===== src/rtl/tor_pkg.sv =====
// shared types, constants and helpers for the tap onset peak recorder
`timescale 1ns / 1ps

package tor_pkg;

    localparam int TIME_W     = 24;
    localparam int PROD_W     = TIME_W + 8;
    localparam int CFG_IDX_W  = 3;
    localparam int CFG_DATA_W = 16;

    localparam logic [TIME_W-1:0] TIME_MAX = '1;

    // peak / 27 as (peak * 19) >> 9, exact for every 8-bit peak
    localparam int STRENGTH_MUL   = 19;
    localparam int STRENGTH_SHIFT = 9;
    localparam int STRENGTH_PW    = 13;

    localparam logic [7:0]  ON_LEVEL_RST    = 8'd30;
    localparam logic [7:0]  OFF_LEVEL_RST   = 8'd30;
    localparam logic [7:0]  TICK_MS_RST     = 8'd5;
    localparam logic [15:0] SILENCE_MS_RST  = 16'd2000;
    localparam logic [15:0] LOOP_PAD_MS_RST = 16'd1000;

    typedef enum logic [CFG_IDX_W-1:0] {
        REG_ON_LEVEL    = 3'd0,
        REG_OFF_LEVEL   = 3'd1,
        REG_TICK_MS     = 3'd2,
        REG_SILENCE_MS  = 3'd3,
        REG_LOOP_PAD_MS = 3'd4
    } cfg_idx_t;

    typedef struct packed {
        logic [7:0]  on_level;
        logic [7:0]  off_level;
        logic [7:0]  tick_ms;
        logic [15:0] silence_ms;
        logic [15:0] loop_pad_ms;
    } cfg_t;

    typedef struct packed {
        logic       cmd;
        logic       sample_valid;
        logic [7:0] sample;
    } item_t;

    typedef struct packed {
        logic              stop_request;
        logic              tap_valid;
        logic [3:0]        tap_strength;
        logic [TIME_W-1:0] tap_time;
        logic              record_done;
        logic [TIME_W-1:0] loop_length;
        logic              recording_now;
        logic              ready_now;
        logic              playing_now;
    } result_t;

    function automatic logic [3:0] strength_of(input logic [7:0] peak);
        logic [STRENGTH_PW-1:0] prod;
        prod = STRENGTH_PW'(peak) * STRENGTH_PW'(STRENGTH_MUL);
        return 4'(prod >> STRENGTH_SHIFT);
    endfunction

endpackage


===== src/rtl/tor_cfg.sv =====
// configuration register file
`timescale 1ns / 1ps

module tor_cfg (
    input  logic                            aclk,
    input  logic                            aresetn,
    input  logic                            cfg_wr_en,
    input  logic [tor_pkg::CFG_IDX_W-1:0]   cfg_index,
    input  logic [tor_pkg::CFG_DATA_W-1:0]  cfg_wdata,
    output tor_pkg::cfg_t                   cfg
);

    tor_pkg::cfg_t cfg_reg;
    tor_pkg::cfg_t cfg_next;

    always_comb begin
        cfg_next = cfg_reg;
        if (cfg_wr_en) begin
            unique case (tor_pkg::cfg_idx_t'(cfg_index))
                tor_pkg::REG_ON_LEVEL:    cfg_next.on_level    = cfg_wdata[7:0];
                tor_pkg::REG_OFF_LEVEL:   cfg_next.off_level   = cfg_wdata[7:0];
                tor_pkg::REG_TICK_MS:     cfg_next.tick_ms     = cfg_wdata[7:0];
                tor_pkg::REG_SILENCE_MS:  cfg_next.silence_ms  = cfg_wdata;
                tor_pkg::REG_LOOP_PAD_MS: cfg_next.loop_pad_ms = cfg_wdata;
                default: ;
            endcase
        end
    end

    always_ff @(posedge aclk) begin
        if (!aresetn) begin
            cfg_reg.on_level    <= tor_pkg::ON_LEVEL_RST;
            cfg_reg.off_level   <= tor_pkg::OFF_LEVEL_RST;
            cfg_reg.tick_ms     <= tor_pkg::TICK_MS_RST;
            cfg_reg.silence_ms  <= tor_pkg::SILENCE_MS_RST;
            cfg_reg.loop_pad_ms <= tor_pkg::LOOP_PAD_MS_RST;
        end else begin
            cfg_reg <= cfg_next;
        end
    end

    assign cfg = cfg_reg;

endmodule


===== src/rtl/tor_step.sv =====
// detector state and the single-pass step logic for one request
`timescale 1ns / 1ps

module tor_step (
    input  logic              aclk,
    input  logic              aresetn,
    input  logic              adv,
    input  tor_pkg::item_t    item,
    input  tor_pkg::cfg_t     cfg,
    output tor_pkg::result_t  result
);

    logic [7:0]                 held_sample_reg, held_sample_next;
    logic                       tap_open_reg, tap_open_next;
    logic                       recording_reg, recording_next;
    logic [7:0]                 peak_value_reg, peak_value_next;
    logic [tor_pkg::TIME_W-1:0] peak_time_reg, peak_time_next;
    logic [tor_pkg::TIME_W-1:0] tick_count_reg, tick_count_next;
    logic                       has_tap_reg, has_tap_next;
    logic [tor_pkg::TIME_W-1:0] last_tap_time_reg, last_tap_time_next;
    logic                       ready_reg, ready_next;
    logic                       playing_reg, playing_next;

    logic [tor_pkg::PROD_W-1:0] now_prod;
    logic [tor_pkg::TIME_W-1:0] now_ms;

    logic [7:0]                 smp;
    logic                       open_now, tap_open1, start, recording1;
    logic [7:0]                 peak1, peak2;
    logic                       upd_peak, close, emit, first;
    logic [tor_pkg::TIME_W-1:0] ptime2, ptime3, tick1, last2, now2, elapsed;
    logic                       has_tap2, exceed, recording2;
    logic [tor_pkg::TIME_W:0]   loop_sum;

    // tick_count * tick_ms, saturated
    assign now_prod = tor_pkg::PROD_W'(tick_count_reg) * tor_pkg::PROD_W'(cfg.tick_ms);
    assign now_ms   = (|now_prod[tor_pkg::PROD_W-1:tor_pkg::TIME_W]) ? tor_pkg::TIME_MAX
                                                                     : now_prod[tor_pkg::TIME_W-1:0];

    always_comb begin
        smp        = item.sample_valid ? item.sample : held_sample_reg;

        open_now   = (smp > cfg.on_level) && !tap_open_reg;
        tap_open1  = tap_open_reg | open_now;
        peak1      = open_now ? 8'd0 : peak_value_reg;
        start      = open_now && !recording_reg;
        recording1 = recording_reg | start;

        upd_peak   = tap_open1 && (peak1 < smp);
        peak2      = upd_peak ? smp : peak1;
        ptime2     = upd_peak ? now_ms : peak_time_reg;

        close      = (smp < cfg.off_level) && tap_open1;
        emit       = close && recording1;
        // first tap of a recording rebases time to zero
        first      = emit && !has_tap_reg;
        tick1      = first ? '0 : tick_count_reg;
        ptime3     = first ? '0 : ptime2;
        has_tap2   = has_tap_reg | emit;
        last2      = emit ? ptime3 : last_tap_time_reg;

        now2       = first ? '0 : now_ms;
        elapsed    = now2 - last2;
        exceed     = recording1 && has_tap2 && (now2 > last2)
                     && (elapsed > tor_pkg::TIME_W'(cfg.silence_ms));
        recording2 = recording1 & ~exceed;
        loop_sum   = (tor_pkg::TIME_W+1)'(last2) + (tor_pkg::TIME_W+1)'(cfg.loop_pad_ms);

        held_sample_next   = held_sample_reg;
        tap_open_next      = tap_open_reg;
        recording_next     = recording_reg;
        peak_value_next    = peak_value_reg;
        peak_time_next     = peak_time_reg;
        tick_count_next    = tick_count_reg;
        has_tap_next       = has_tap_reg;
        last_tap_time_next = last_tap_time_reg;
        ready_next         = ready_reg;
        playing_next       = playing_reg;
        result             = '0;

        if (item.cmd) begin
            // rhythm received: forget taps, keep recording and open tap
            playing_next       = 1'b1;
            has_tap_next       = 1'b0;
            last_tap_time_next = '0;
            tick_count_next    = '0;
            ready_next         = 1'b0;
        end else begin
            held_sample_next   = smp;
            tap_open_next      = tap_open1 & ~close;
            recording_next     = recording2;
            peak_value_next    = peak2;
            peak_time_next     = ptime3;
            has_tap_next       = has_tap2;
            last_tap_time_next = last2;
            ready_next         = ready_reg | exceed;
            playing_next       = playing_reg & ~start;
            tick_count_next    = (recording2 && (tick1 != tor_pkg::TIME_MAX))
                                 ? tick1 + tor_pkg::TIME_W'(1) : tick1;

            result.stop_request = start;
            result.tap_valid    = emit;
            result.tap_strength = emit ? tor_pkg::strength_of(peak2) : 4'd0;
            result.tap_time     = emit ? ptime3 : '0;
            result.record_done  = exceed;
            if (exceed) begin
                result.loop_length = loop_sum[tor_pkg::TIME_W] ? tor_pkg::TIME_MAX
                                                               : loop_sum[tor_pkg::TIME_W-1:0];
            end
        end

        result.recording_now = recording_next;
        result.ready_now     = ready_next;
        result.playing_now   = playing_next;
    end

    always_ff @(posedge aclk) begin
        if (!aresetn) begin
            held_sample_reg   <= '0;
            tap_open_reg      <= 1'b0;
            recording_reg     <= 1'b0;
            peak_value_reg    <= '0;
            peak_time_reg     <= '0;
            tick_count_reg    <= '0;
            has_tap_reg       <= 1'b0;
            last_tap_time_reg <= '0;
            ready_reg         <= 1'b0;
            playing_reg       <= 1'b0;
        end else if (adv) begin
            held_sample_reg   <= held_sample_next;
            tap_open_reg      <= tap_open_next;
            recording_reg     <= recording_next;
            peak_value_reg    <= peak_value_next;
            peak_time_reg     <= peak_time_next;
            tick_count_reg    <= tick_count_next;
            has_tap_reg       <= has_tap_next;
            last_tap_time_reg <= last_tap_time_next;
            ready_reg         <= ready_next;
            playing_reg       <= playing_next;
        end
    end

`ifndef SYNTH
    a_clear_forgets: assert property (@(posedge aclk) disable iff (!aresetn)
        adv && item.cmd |=> (tick_count_reg == '0) && !has_tap_reg && !ready_reg)
        else $error("clear request did not forget taps");

    a_tap_marks_has_tap: assert property (@(posedge aclk) disable iff (!aresetn)
        adv && result.tap_valid |=> has_tap_reg)
        else $error("emitted tap not remembered");

    a_idle_time_frozen: assert property (@(posedge aclk) disable iff (!aresetn)
        adv && !item.cmd && !recording_reg && !result.recording_now
        |=> tick_count_reg == $past(tick_count_reg))
        else $error("time moved outside a recording");

    a_hold_without_adv: assert property (@(posedge aclk) disable iff (!aresetn)
        !adv |=> $stable(tick_count_reg) && $stable(recording_reg) && $stable(tap_open_reg))
        else $error("state changed without a request");
`endif

endmodule


===== src/rtl/tor_out_reg.sv =====
// result register with valid/ready output handshake
`timescale 1ns / 1ps

module tor_out_reg (
    input  logic              aclk,
    input  logic              aresetn,
    input  logic              load,
    input  tor_pkg::result_t  result_in,
    input  logic              m_ready,
    output logic              m_valid,
    output tor_pkg::result_t  result_q
);

    logic             valid_reg, valid_next;
    tor_pkg::result_t data_reg;

    always_comb begin
        priority if (load) begin
            valid_next = 1'b1;
        end else if (m_ready) begin
            valid_next = 1'b0;
        end else begin
            valid_next = valid_reg;
        end
    end

    always_ff @(posedge aclk) begin
        if (!aresetn) begin
            valid_reg <= 1'b0;
        end else begin
            valid_reg <= valid_next;
        end
    end

    always_ff @(posedge aclk) begin
        if (load) begin
            data_reg <= result_in;
        end
    end

    assign m_valid  = valid_reg;
    assign result_q = data_reg;

endmodule


===== src/rtl/tap_onset_peak_recorder.sv =====
// top level of the tap onset peak recorder
`timescale 1ns / 1ps

// Tap recorder with hysteresis onset detection and peak tracking. A request is
// taken into an input register, then the step logic updates the detector
// state and writes one result into the output register, which raises m_valid
// and holds the result until m_ready takes it. With m_ready held high the
// block takes one request per clock, back to back; a stall on the output
// side holds the input register and then drops s_ready. The longest path per
// cycle is the 24x8 multiply that turns the tick count into milliseconds,
// followed by the silence compare. Configuration writes take effect at the
// next clock edge and belong to idle periods only.

module tap_onset_peak_recorder (
    input  logic                            aclk,
    input  logic                            aresetn,

    input  logic                            s_valid,
    output logic                            s_ready,
    input  logic                            s_cmd,
    input  logic                            s_sample_valid,
    input  logic [7:0]                      s_sample,

    output logic                            m_valid,
    input  logic                            m_ready,
    output logic                            m_stop_request,
    output logic                            m_tap_valid,
    output logic [3:0]                      m_tap_strength,
    output logic [tor_pkg::TIME_W-1:0]      m_tap_time,
    output logic                            m_record_done,
    output logic [tor_pkg::TIME_W-1:0]      m_loop_length,
    output logic                            m_recording_now,
    output logic                            m_ready_now,
    output logic                            m_playing_now,

    input  logic                            cfg_wr_en,
    input  logic [tor_pkg::CFG_IDX_W-1:0]   cfg_index,
    input  logic [tor_pkg::CFG_DATA_W-1:0]  cfg_wdata
);

    logic             in_valid_reg, in_valid_next;
    tor_pkg::item_t   in_item_reg;
    logic             s_fire, adv;
    tor_pkg::cfg_t    cfg;
    tor_pkg::result_t step_result;
    tor_pkg::result_t out_result;

    // step advances when a request is held and the result register is free or being drained
    assign adv     = in_valid_reg && (!m_valid || m_ready);
    assign s_ready = !in_valid_reg || adv;
    assign s_fire  = s_valid && s_ready;

    always_comb begin
        priority if (s_fire) begin
            in_valid_next = 1'b1;
        end else if (adv) begin
            in_valid_next = 1'b0;
        end else begin
            in_valid_next = in_valid_reg;
        end
    end

    always_ff @(posedge aclk) begin
        if (!aresetn) begin
            in_valid_reg <= 1'b0;
        end else begin
            in_valid_reg <= in_valid_next;
        end
    end

    always_ff @(posedge aclk) begin
        if (s_fire) begin
            in_item_reg.cmd          <= s_cmd;
            in_item_reg.sample_valid <= s_sample_valid;
            in_item_reg.sample       <= s_sample;
        end
    end

    tor_cfg u_cfg (
        .aclk      (aclk),
        .aresetn   (aresetn),
        .cfg_wr_en (cfg_wr_en),
        .cfg_index (cfg_index),
        .cfg_wdata (cfg_wdata),
        .cfg       (cfg)
    );

    tor_step u_step (
        .aclk    (aclk),
        .aresetn (aresetn),
        .adv     (adv),
        .item    (in_item_reg),
        .cfg     (cfg),
        .result  (step_result)
    );

    tor_out_reg u_out (
        .aclk      (aclk),
        .aresetn   (aresetn),
        .load      (adv),
        .result_in (step_result),
        .m_ready   (m_ready),
        .m_valid   (m_valid),
        .result_q  (out_result)
    );

    assign m_stop_request  = out_result.stop_request;
    assign m_tap_valid     = out_result.tap_valid;
    assign m_tap_strength  = out_result.tap_strength;
    assign m_tap_time      = out_result.tap_time;
    assign m_record_done   = out_result.record_done;
    assign m_loop_length   = out_result.loop_length;
    assign m_recording_now = out_result.recording_now;
    assign m_ready_now     = out_result.ready_now;
    assign m_playing_now   = out_result.playing_now;

endmodule


===== config.mk =====
export PLATFORM = sky130hd
export DESIGN_NAME = tap_onset_peak_recorder
export DESIGN_NICKNAME = d
export VERILOG_FILES = /design/src/rtl/tor_pkg.sv /design/src/rtl/tor_cfg.sv /design/src/rtl/tor_step.sv /design/src/rtl/tor_out_reg.sv /design/src/rtl/tap_onset_peak_recorder.sv
export SDC_FILE = /design/constraint.sdc
export NUM_CORES = 1
export LEC_CHECK = 0
export BUFFER_PORTS_ARGS = -buffer_cell sky130_fd_sc_hd__buf_2
export CAP_MARGIN = 20
export CORE_UTILIZATION = 59
export CTS_BUF_LIST = sky130_fd_sc_hd__clkbuf_8
export DETAILED_ROUTE_END_ITERATION = 8
export GPL_ROUTABILITY_DRIVEN = 0
export PLACE_DENSITY = 0.8
export SLEW_MARGIN = 15
export SYNTH_ARGS = -nofsm -noshare
export SYNTH_HDL_FRONTEND = slang
export SYNTH_SLANG_ARGS = --single-unit
export TNS_END_PERCENT = 5

===== constraint.sdc =====
create_clock -name aclk -period 10.65 [get_ports aclk]
set_input_delay 3.195 -clock aclk [delete_from_list [all_inputs] [get_ports aclk]]
set_output_delay 3.195 -clock aclk [all_outputs]
set_load 0.1 [all_outputs]

==> results.txt, run 1 <==
----------------------------------------------------
[Pwr]
  Worst IR Drop VDD ... 0.116 mV
  Sw power ... 0.878 mW
  Combinational fraction of design power ... 31.2%
  Overall power consumption ... 2.48 mW
  Power Dens Cells ... 112 nW/µm²
  Sequential fraction of design power ... 36.3%
  Clock network fraction of total power ... 32.5%
  Internal cell power ... 1.60 mW
  Static power due to leakage ... 10.2 nW
  Switching share of total power ... 35.4%

[Routing]
  Violation count after the first detailed-route iteration ... 1940
  Routed length per placed instance ... 18.9 µm
  Detail-routed via count per cell ... 6.09
  Via count of the routed design ... 17900
  DRT Wirelength ... 55700 µm
  Drt pass-1 iters ... 9
  Routed Antenna Nets ... 0
  Residual DRC count ... 1

[Yosys]
  Area share of the leading cell type in the synthesized netlist ... 15.3%
  Share of synthesized flip-flops with an asynchronous set or reset ... 0%
  Post-synthesis instance area ... 19700 µm²
  Cell taking the most area after synthesis ... sky130_fd_sc_hd__dfxtp_1
  Predominant post-synthesis flop cell ... sky130_fd_sc_hd__dfxtp_1
  Seq/Total Area, Yosys ... 25.7%
  Syn Nets ... 2689
  Instance count of the mapped netlist ... 2369
  Number of enable flip-flop cells after synthesis ... 68
  Leading cell type by number of instances after synthesis ... sky130_fd_sc_hd__nand2_1
  Number of warning messages in the yosys log ... 0
  Biggest area contributors in the synthesized netlist ... sky130_fd_sc_hd__dfxtp_1, sky130_fd_sc_hd__fa_1, sky130_fd_sc_hd__edfxtp_1, sky130_fd_sc_hd__ha_1, sky130_fd_sc_hd__and2_1
  Count of distinct cell types in the synthesized netlist ... 92
  Most instantiated cells after synthesis ... sky130_fd_sc_hd__nand2_1, sky130_fd_sc_hd__inv_1, sky130_fd_sc_hd__and2_1, sky130_fd_sc_hd__nor2_1, sky130_fd_sc_hd__dfxtp_1
  Avg Cell Area, Syn ... 8.32 µm²
  Post-synthesis register bit count ... 219

[Die]
  Top-level I/O count ... 94
  Placeable core region ... 32700 µm²
  Chip Height ... 185 µm
  Effective utilization at floorplan ... 60.3%
  Die extent in x ... 185 µm
  Count of standard-cell rows ... 66
  Full die area ... 34100 µm²

[Layout]
  Fraction of layout cells with a size suffix above 1 ... 14.9%
  Synthesis-to-finish area growth ... 12.6%
  Count of inserted antenna diode cells ... 0
  Flip-flop count of the largest register, all copies and words added ... 58
  Nets@finish ... 2792
  Final Util ... 67.9%

[Clock tree]
  Clock latency on the worst-skew pair ... 0.58 ns
  CTS HTree Levels ... 2
  CTS root buffer ... sky130_fd_sc_hd__clkbuf_8
  Number of buffers on the longest clock path ... 3
  Clock slew at the register clock pins of the worst setup and hold paths ... 0.06 ns
  Number of sinks on the clock net ... 219
  Cts bufs inserted ... 39
  Hold buffers post-CTS ... 0
  TritonCTS clock tree ... built

[Critical path]
  Maximum cell stage delay along the critical path ... 0.57 ns
  Critical R2R Launch ... u_cfg.cfg[39]$_SDFFE_PN0P_
  Worst setup SP type ... flip-flop
  Internal reg-to-reg setup slack ... 0.30 ns
  Worst Path Arrival ... 10.81 ns
  Reg-to-Reg End ... u_step.tick_count_reg[19]$_SDFFE_PN0P_
  Required time worst endpoint ... 11.11 ns
  Max stage delay cell, worst path ... sky130_fd_sc_hd__fa_1
  Kind of capture point of the worst setup path ... flip-flop
  Type of the worst setup path ... reg -> reg
  Crit path max fanout ... 21
  Depth of the worst register-to-register path ... 43

[STA]
  Final count of pins violating max slew ... 0
  Final cycle utilization of the critical path ... 97.2%
  Number of endpoints failing setup at the final stage ... 0
  Final critical path time including I/O delays and setup ... 10.35 ns
  Worst Clk Skew ... 0.0203 ns
  Fin worst setup slack ... 0.301 ns
  Highest clock rate ... 96.6 MHz
  Setup_tns ... 0 ns
  Tightest Pin Transition ... 0.993 ns
  Final Hold Fails ... 0
  Hold_ws ... 0.456 ns
  Tightest slew margin relative to the limit ... 33.8%

[Global route]
  Tot GR Track Use ... 32.2%
  First-pass GRT wire length ... 86800 µm
  Initial antenna violation count ... 1
  Overflow left after global routing ... 0
  Maximum number of pins on one net before global-route repair ... 88
  Vias in the first global route ... 17200

[Run status]
  Result of the run ... complete, but fails checks
  Violated checks ... DRC

[Worst hold path]
  Hold-critical path endpoint ... u_step.last_tap_time_reg[10]$_SDFFE_PN0P_
  Startpoint of the lowest-slack hold path ... u_step.last_tap_time_reg[10]$_SDFFE_PN0P_
  Cells on Worst Hold Path ... 2
  Kind of path behind the tightest hold check ... reg -> reg

[Place]
  Detailed Place HPWL ... 42000 µm
  Number of input and output port buffers inserted ... 93
  Place WS ... -0.289 ns

[Run]
  Max Cap Viol ... 0

----------------------------------------------------
## placed cells by master (no fill, tap or decap), types with 13 or more instances in the layout
cell type                  Yosys  routed
sky130_fd_sc_hd__nand2_1     313     312
sky130_fd_sc_hd__inv_1       245     254
sky130_fd_sc_hd__and2_1      207     206
sky130_fd_sc_hd__nor2_1      158     147
sky130_fd_sc_hd__fa_1        137     137
sky130_fd_sc_hd__ha_1        149     135
sky130_fd_sc_hd__dfxtp_1     151     132
sky130_fd_sc_hd__a21oi_1     111      98
sky130_fd_sc_hd__o21ai_0     105      98
sky130_fd_sc_hd__buf_2        11      93
sky130_fd_sc_hd__buf_4         1      93
sky130_fd_sc_hd__edfxtp_1     68      68
sky130_fd_sc_hd__clkbuf_8      0      47
sky130_fd_sc_hd__nand3_1      47      46
sky130_fd_sc_hd__a21boi_0     45      45
sky130_fd_sc_hd__nor3_1       38      36
sky130_fd_sc_hd__xnor2_1      36      36
sky130_fd_sc_hd__o21a_1       28      28
sky130_fd_sc_hd__o211ai_1     26      26
sky130_fd_sc_hd__a21o_1       25      25
sky130_fd_sc_hd__nand4_1      24      24
sky130_fd_sc_hd__and3_1       20      18
sky130_fd_sc_hd__nor2b_1      16      16
sky130_fd_sc_hd__a31oi_1      16      16
sky130_fd_sc_hd__a21oi_2       3      16
sky130_fd_sc_hd__xor2_1       16      16
sky130_fd_sc_hd__a211oi_1     16      15
sky130_fd_sc_hd__a211o_1      15      15
sky130_fd_sc_hd__dfxtp_2       0      15
sky130_fd_sc_hd__nand2b_1     14      14
sky130_fd_sc_hd__o21ai_1      13      14
sky130_fd_sc_hd__o211a_1      13      13
## area by class of cell
| class | instances | area, µm² |
|---|---|---|
| Fill cell | 2527 | 10500 |
| Timing Repair Buffer | 194 | 1300 |
| Sequential cell | 219 | 5100 |
| Clock inverter | 25 | 163 |
| Inverter | 245 | 920 |
| Clock buffer | 47 | 647 |
| Tap cell | 442 | 553 |
| Multi-Input combinational cell | 1773 | 13500 |
## what timing repair did
action	4_1_cts	5_1_grt
setup endpoints to repair	51	53
setup buffers	2	7
pin swaps	1	25
gates resized for setup	8	87
gates cloned	0	1
## critical path, delay by kind of cell, from the launching register on
family	cells	cell delay, ns
flops	1	0.35
simple gates	11	1.83
compound gates	16	3.71
xor+xnor	1	0.10
buf+inv	8	1.16
fa+ha+maj	7	3.09
## stage by stage
stage          area (µm²)  instances
6_report            22200       2945
3_3_place_gp        21000       2863
2_1_floorplan       19700       2369
3_5_place_dp        21000       2863
4_1_cts             21800       2937
5_1_grt             22200       2945
## kinds of logic (layout without fill, tap and decap cells)
| kind of cell | Yosys count | in the layout | share of synthesized area, % |
|---|---|---|---|
| DFF | 219 | 219 | 25.7 |
| AOI/OAI and AO/OA | 529 | 529 | 18.4 |
| adders and majority gates | 286 | 286 | 23.4 |
| and+or+nand+nor | 894 | 894 | 22.3 |
| muxes | 12 | 12 | 0.622 |
| xor gates and xnor gates | 52 | 52 | 2.31 |
| buffers and inverters | 377 | 511 | 7.31 |
## power by group through the flow
stage | Combinational (mW) | Clock, mW | Sequential (mW)
finish | 0.774 | 0.806 | 0.900
CTS | 0.725 | 0.820 | 0.900
detailed placement | 0.719 | 0 | 0.917
floorplan | 0.468 | 0 | 0.969
global placement | 0.696 | 0 | 0.917
global route | 0.832 | 0.855 | 0.901
## layer usage
metal,track usage (%),vias up,routed length [µm]
met3,6.59,166,5530
met5,0,-,0
li1,-,8250,-
met1,42.9,8582,22800
met2,50.0,938,24800
met4,15.4,0,2530
## worst max path at each step
stage	startpoint	end	slack, ns	depth (start not counted)
finish	u_cfg.cfg[39]$_SDFFE_PN0P_	u_step.tick_count_reg[19]$_SDFFE_PN0P_	0.30	43
CTS	u_cfg.cfg[39]$_SDFFE_PN0P_	u_step.tick_count_reg[19]$_SDFFE_PN0P_	0.009	43
floorplan	u_cfg.cfg[36]$_SDFFE_PN0P_	u_out.result_q[10]$_SDFFCE_PP0P_	0.34	43
global route	u_cfg.cfg[39]$_SDFFE_PN0P_	u_step.tick_count_reg[19]$_SDFFE_PN0P_	-0.06	44
detailed placement	u_cfg.cfg[36]$_SDFFE_PN0P_	u_step.tick_count_reg[19]$_SDFFE_PN0P_	-0.29	44
global placement	u_cfg.cfg[34]$_SDFFE_PN1P_	u_step.tick_count_reg[19]$_SDFFE_PN0P_	0.11	42
Note: power is estimated with default switching activity, not from simulation.
==> inputs of run 2 (changes only) <==
Settings changed: CELL_PAD_IN_SITES_DETAIL_PLACEMENT set to 1, CELL_PAD_IN_SITES_GLOBAL_PLACEMENT set to 1, CORE_UTILIZATION 59 to 45, PLACE_DENSITY 0.8 to not set, PLACE_DENSITY_LB_ADDON set to 0.1.
==> results.txt, run 2 (synthesized netlist as in run 1, its figures left out) <==
----------------------------------------------------
[Layout]
  Most frequent cells in the layout ... sky130_fd_sc_hd__nand2_1, sky130_fd_sc_hd__inv_1, sky130_fd_sc_hd__and2_1
  Flip-flop count of the largest register, all copies and words added ... 58 (unchanged)
  Fraction of layout cells with a size suffix above 1 ... 16.8% (+1.9 points)
  Number of cells in the finished layout apart from fillers ... 3168 (+7.6%)
  Synthesis-to-finish area growth ... 16.7%
  Post-Layout Inst Area ... 23000 µm² (+3.6%)
  Leading cell type in the layout, fill and taps excluded ... sky130_fd_sc_hd__nand2_1
  Nets@finish ... 2867 (+2.7%)
  Fillcell total ... 5271 (+110%)

[Critical path]
  Worst Path Arrival ... 10.77 ns (-0.04 ns)
  Type of the worst setup path ... reg -> reg
  Depth of the worst register-to-register path ... 43 (unchanged)
  Maximum cell stage delay along the critical path ... 0.55 ns (-0.02 ns)
  Required time worst endpoint ... 11.11 ns (about the same)
  Worst setup SP type ... flip-flop
  Most frequent cell on the critical path ... sky130_fd_sc_hd__buf_4
  Kind of capture point of the worst setup path ... flip-flop
  Max stage delay cell, worst path ... sky130_fd_sc_hd__fa_1
  Crit path max fanout ... 14 (-33%)

[Clock tree]
  Cts bufs inserted ... 43 (+10%)
  Number of sinks on the clock net ... 219 (unchanged)
  TritonCTS clock tree ... built
  Clock latency on the worst-skew pair ... 0.63 ns (+0.05 ns)
  Clock slew at the register clock pins of the worst setup and hold paths ... 0.06 ns (about the same)
  Number of buffers on the longest clock path ... 3 (unchanged)
  Hold buffers post-CTS ... 0 (unchanged)
  CTS HTree Levels ... 2 (unchanged)
  CTS root buffer ... sky130_fd_sc_hd__clkbuf_8

[STA]
  Tightest Pin Transition ... 1.10 ns (+0.104 ns)
  Highest clock rate ... 97.0 MHz (+0.37%)
  Final cycle utilization of the critical path ... 96.8% (-0.36 points)
  Final Hold Fails ... 0 (unchanged)
  Tightest slew margin relative to the limit ... 26.6% (-7.2 points)
  Worst Clk Skew ... 0.0345 ns (+0.0142 ns)
  Number of endpoints failing setup at the final stage ... 0 (unchanged)
  Final critical path time including I/O delays and setup ... 10.31 ns (-0.0383 ns)
  Final count of pins violating max slew ... 0 (unchanged)

[Routing]
  Via count of the routed design ... 17900 (-0.44%)
  Residual DRC count ... 0 (-1)
  DRT Wirelength ... 64800 µm (+16%)
  Violation count after the first detailed-route iteration ... 1043 (-46%)
  Routed Antenna Nets ... 0 (unchanged)
  Drt pass-1 iters ... 5 (-4)
  Routed length per placed instance ... 20.5 µm (+8.2%)
  Detail-routed via count per cell ... 5.64 (-7.4%)

[Pwr]
  Sw power ... 0.943 mW (+7.5%)
  Switching share of total power ... 35.8% (+0.45 points)
  Clock network fraction of total power ... 34.4% (+1.9 points)
  Worst IR Drop VDD ... 0.0992 mV (-14%)
  Internal cell power ... 1.69 mW (+5.4%)
  Static power due to leakage ... 10.7 nW (+4.3%)
  Sequential fraction of design power ... 34.2% (-2.1 points)
  Power Dens Cells ... 114 nW/µm² (+2.4%)
  Combinational fraction of design power ... 31.4% (+0.2 points)

[Die]
  Effective utilization at floorplan ... 45.7% (-15 points)
  Chip Height ... 211 µm (+14%)
  Count of standard-cell rows ... 76 (+15%)
  Full die area ... 44600 µm² (+31%)
  Top-level I/O count ... 94 (unchanged)
  Die extent in x ... 211 µm (+14%)
  Placeable core region ... 43200 µm² (+32%)

[Worst hold path]
  Kind of path behind the tightest hold check ... reg -> reg
  Cells on Worst Hold Path ... 2 (unchanged)

[Place]
  Detailed Place HPWL ... 50500 µm (+20%)
  Number of input and output port buffers inserted ... 93 (unchanged)
  Cell area after placement ... 21700 µm² (+3.4%)
  Number of instances in the placed design ... 3078 (+7.5%)

[Global route]
  Maximum number of pins on one net before global-route repair ... 89 (+1.1%)
  Tot GR Track Use ... 29.2% (-3.0 points)
  Vias in the first global route ... 18900 (+9.9%)
  Overflow left after global routing ... 0 (unchanged)
  Initial antenna violation count ... 1 (unchanged)
  First-pass GRT wire length ... 102000 µm (+18%)

[Run]
  Max Cap Viol ... 0 (unchanged)

[Run status]
  Result of the run ... finished clean

----------------------------------------------------
==> run 2: cell types whose count changed in the layout (fill, tap and decap cells not counted), moves of 4 or more <==
cell	change
sky130_fd_sc_hd__ha_2	-5
sky130_fd_sc_hd__dfxtp_1	+12
sky130_fd_sc_hd__clkinv_1	+4
sky130_fd_sc_hd__ha_4	-4
sky130_fd_sc_hd__dfxtp_2	-11
sky130_fd_sc_hd__buf_4	+71
sky130_fd_sc_hd__ha_1	+9
==> run 2: timing repair <==
| item | in CTS | in global routing |
|---|---|---|
| cloned | 0 | 2 |
| setup endpoints to repair | 49 | 53 |
| gates resized for setup | 18 | 78 |
| pin swaps | 0 | 15 |
| setup buffers | 0 | 6 |
==> run 2: layout make-up <==
class	instances	area, µm²	share of cell area [%]
tap	585	732	3.18
antenna	2	5.00	0.0218
timing repair buffer	264	1830	7.93
clock buffer	50	688	2.99
clock inverter	29	200	0.870
sequential	219	5080	22.1
multi-input combinational	1774	13600	58.9
inverter	245	920	4.00
==> run 2: through the flow <==
stage	TNS, ns	utilization [%]	worst slack [ns]	hold slack [ns]	power, mW
after global routing	-0.923	53.3	-0.0888	0.484	2.76
final	0	53.3	0.340	0.465	2.63
after floorplan	0	-	0.343	0.425	1.44
after global placement	-0.333	50.2	-0.137	0.436	1.67
after CTS	0	52.4	0.0283	0.462	2.61
after detailed placement	-5.94	50.2	-0.356	0.447	1.70
==> run 2: routing by layer <==
layer / global-route usage, % / up-vias / share of wire (%)
met3: 3.69 / 123 / 4.4
li1: - / 8404 / -
met2: 49.8 / 392 / 48
met4: 11.1 / 0 / 3.9
met1: 37.7 / 8938 / 43
met5: 0 / - / 0
==> run 2: path summary, 6_finish.rpt <==
| kind | from | end | slack [ns] |
|---|---|---|---|
| setup / recovery | u_cfg.cfg[37]$_SDFFE_PN0P_ | u_step.tick_count_reg[2]$_SDFFE_PN0P_ | 0.34 |
| hold / removal | u_step.last_tap_time_reg[14]$_SDFFE_PN0P_ | u_step.last_tap_time_reg[14]$_SDFFE_PN0P_ | 0.47 |
| setup reg to reg | u_cfg.cfg[37]$_SDFFE_PN0P_ | u_step.tick_count_reg[2]$_SDFFE_PN0P_ | 0.34 |
| hold reg to reg | u_step.last_tap_time_reg[14]$_SDFFE_PN0P_ | u_step.last_tap_time_reg[14]$_SDFFE_PN0P_ | 0.47 |
==> run 2: power groups by stage <==
stage | sequential [mW] | clock (mW) | combinational (mW)
finish | 0.899 | 0.906 | 0.827
global placement | 0.916 | 0 | 0.757
floorplan | 0.969 | 0 | 0.468
detailed placement | 0.917 | 0 | 0.781
global route | 0.901 | 0.959 | 0.904
CTS | 0.900 | 0.924 | 0.787
==> run 2: worst max-delay path: cells and delay by family, from the launching register on <==
family	cells	cell delay (ns)
AO/OA/AOI/OAI	19	4.01
adder cells (fa/ha/maj)	7	3.00
buffers and inverters	9	1.38
AND/OR/NAND/NOR	7	1.25
flip-flops	1	0.37
XOR/XNOR	1	0.10
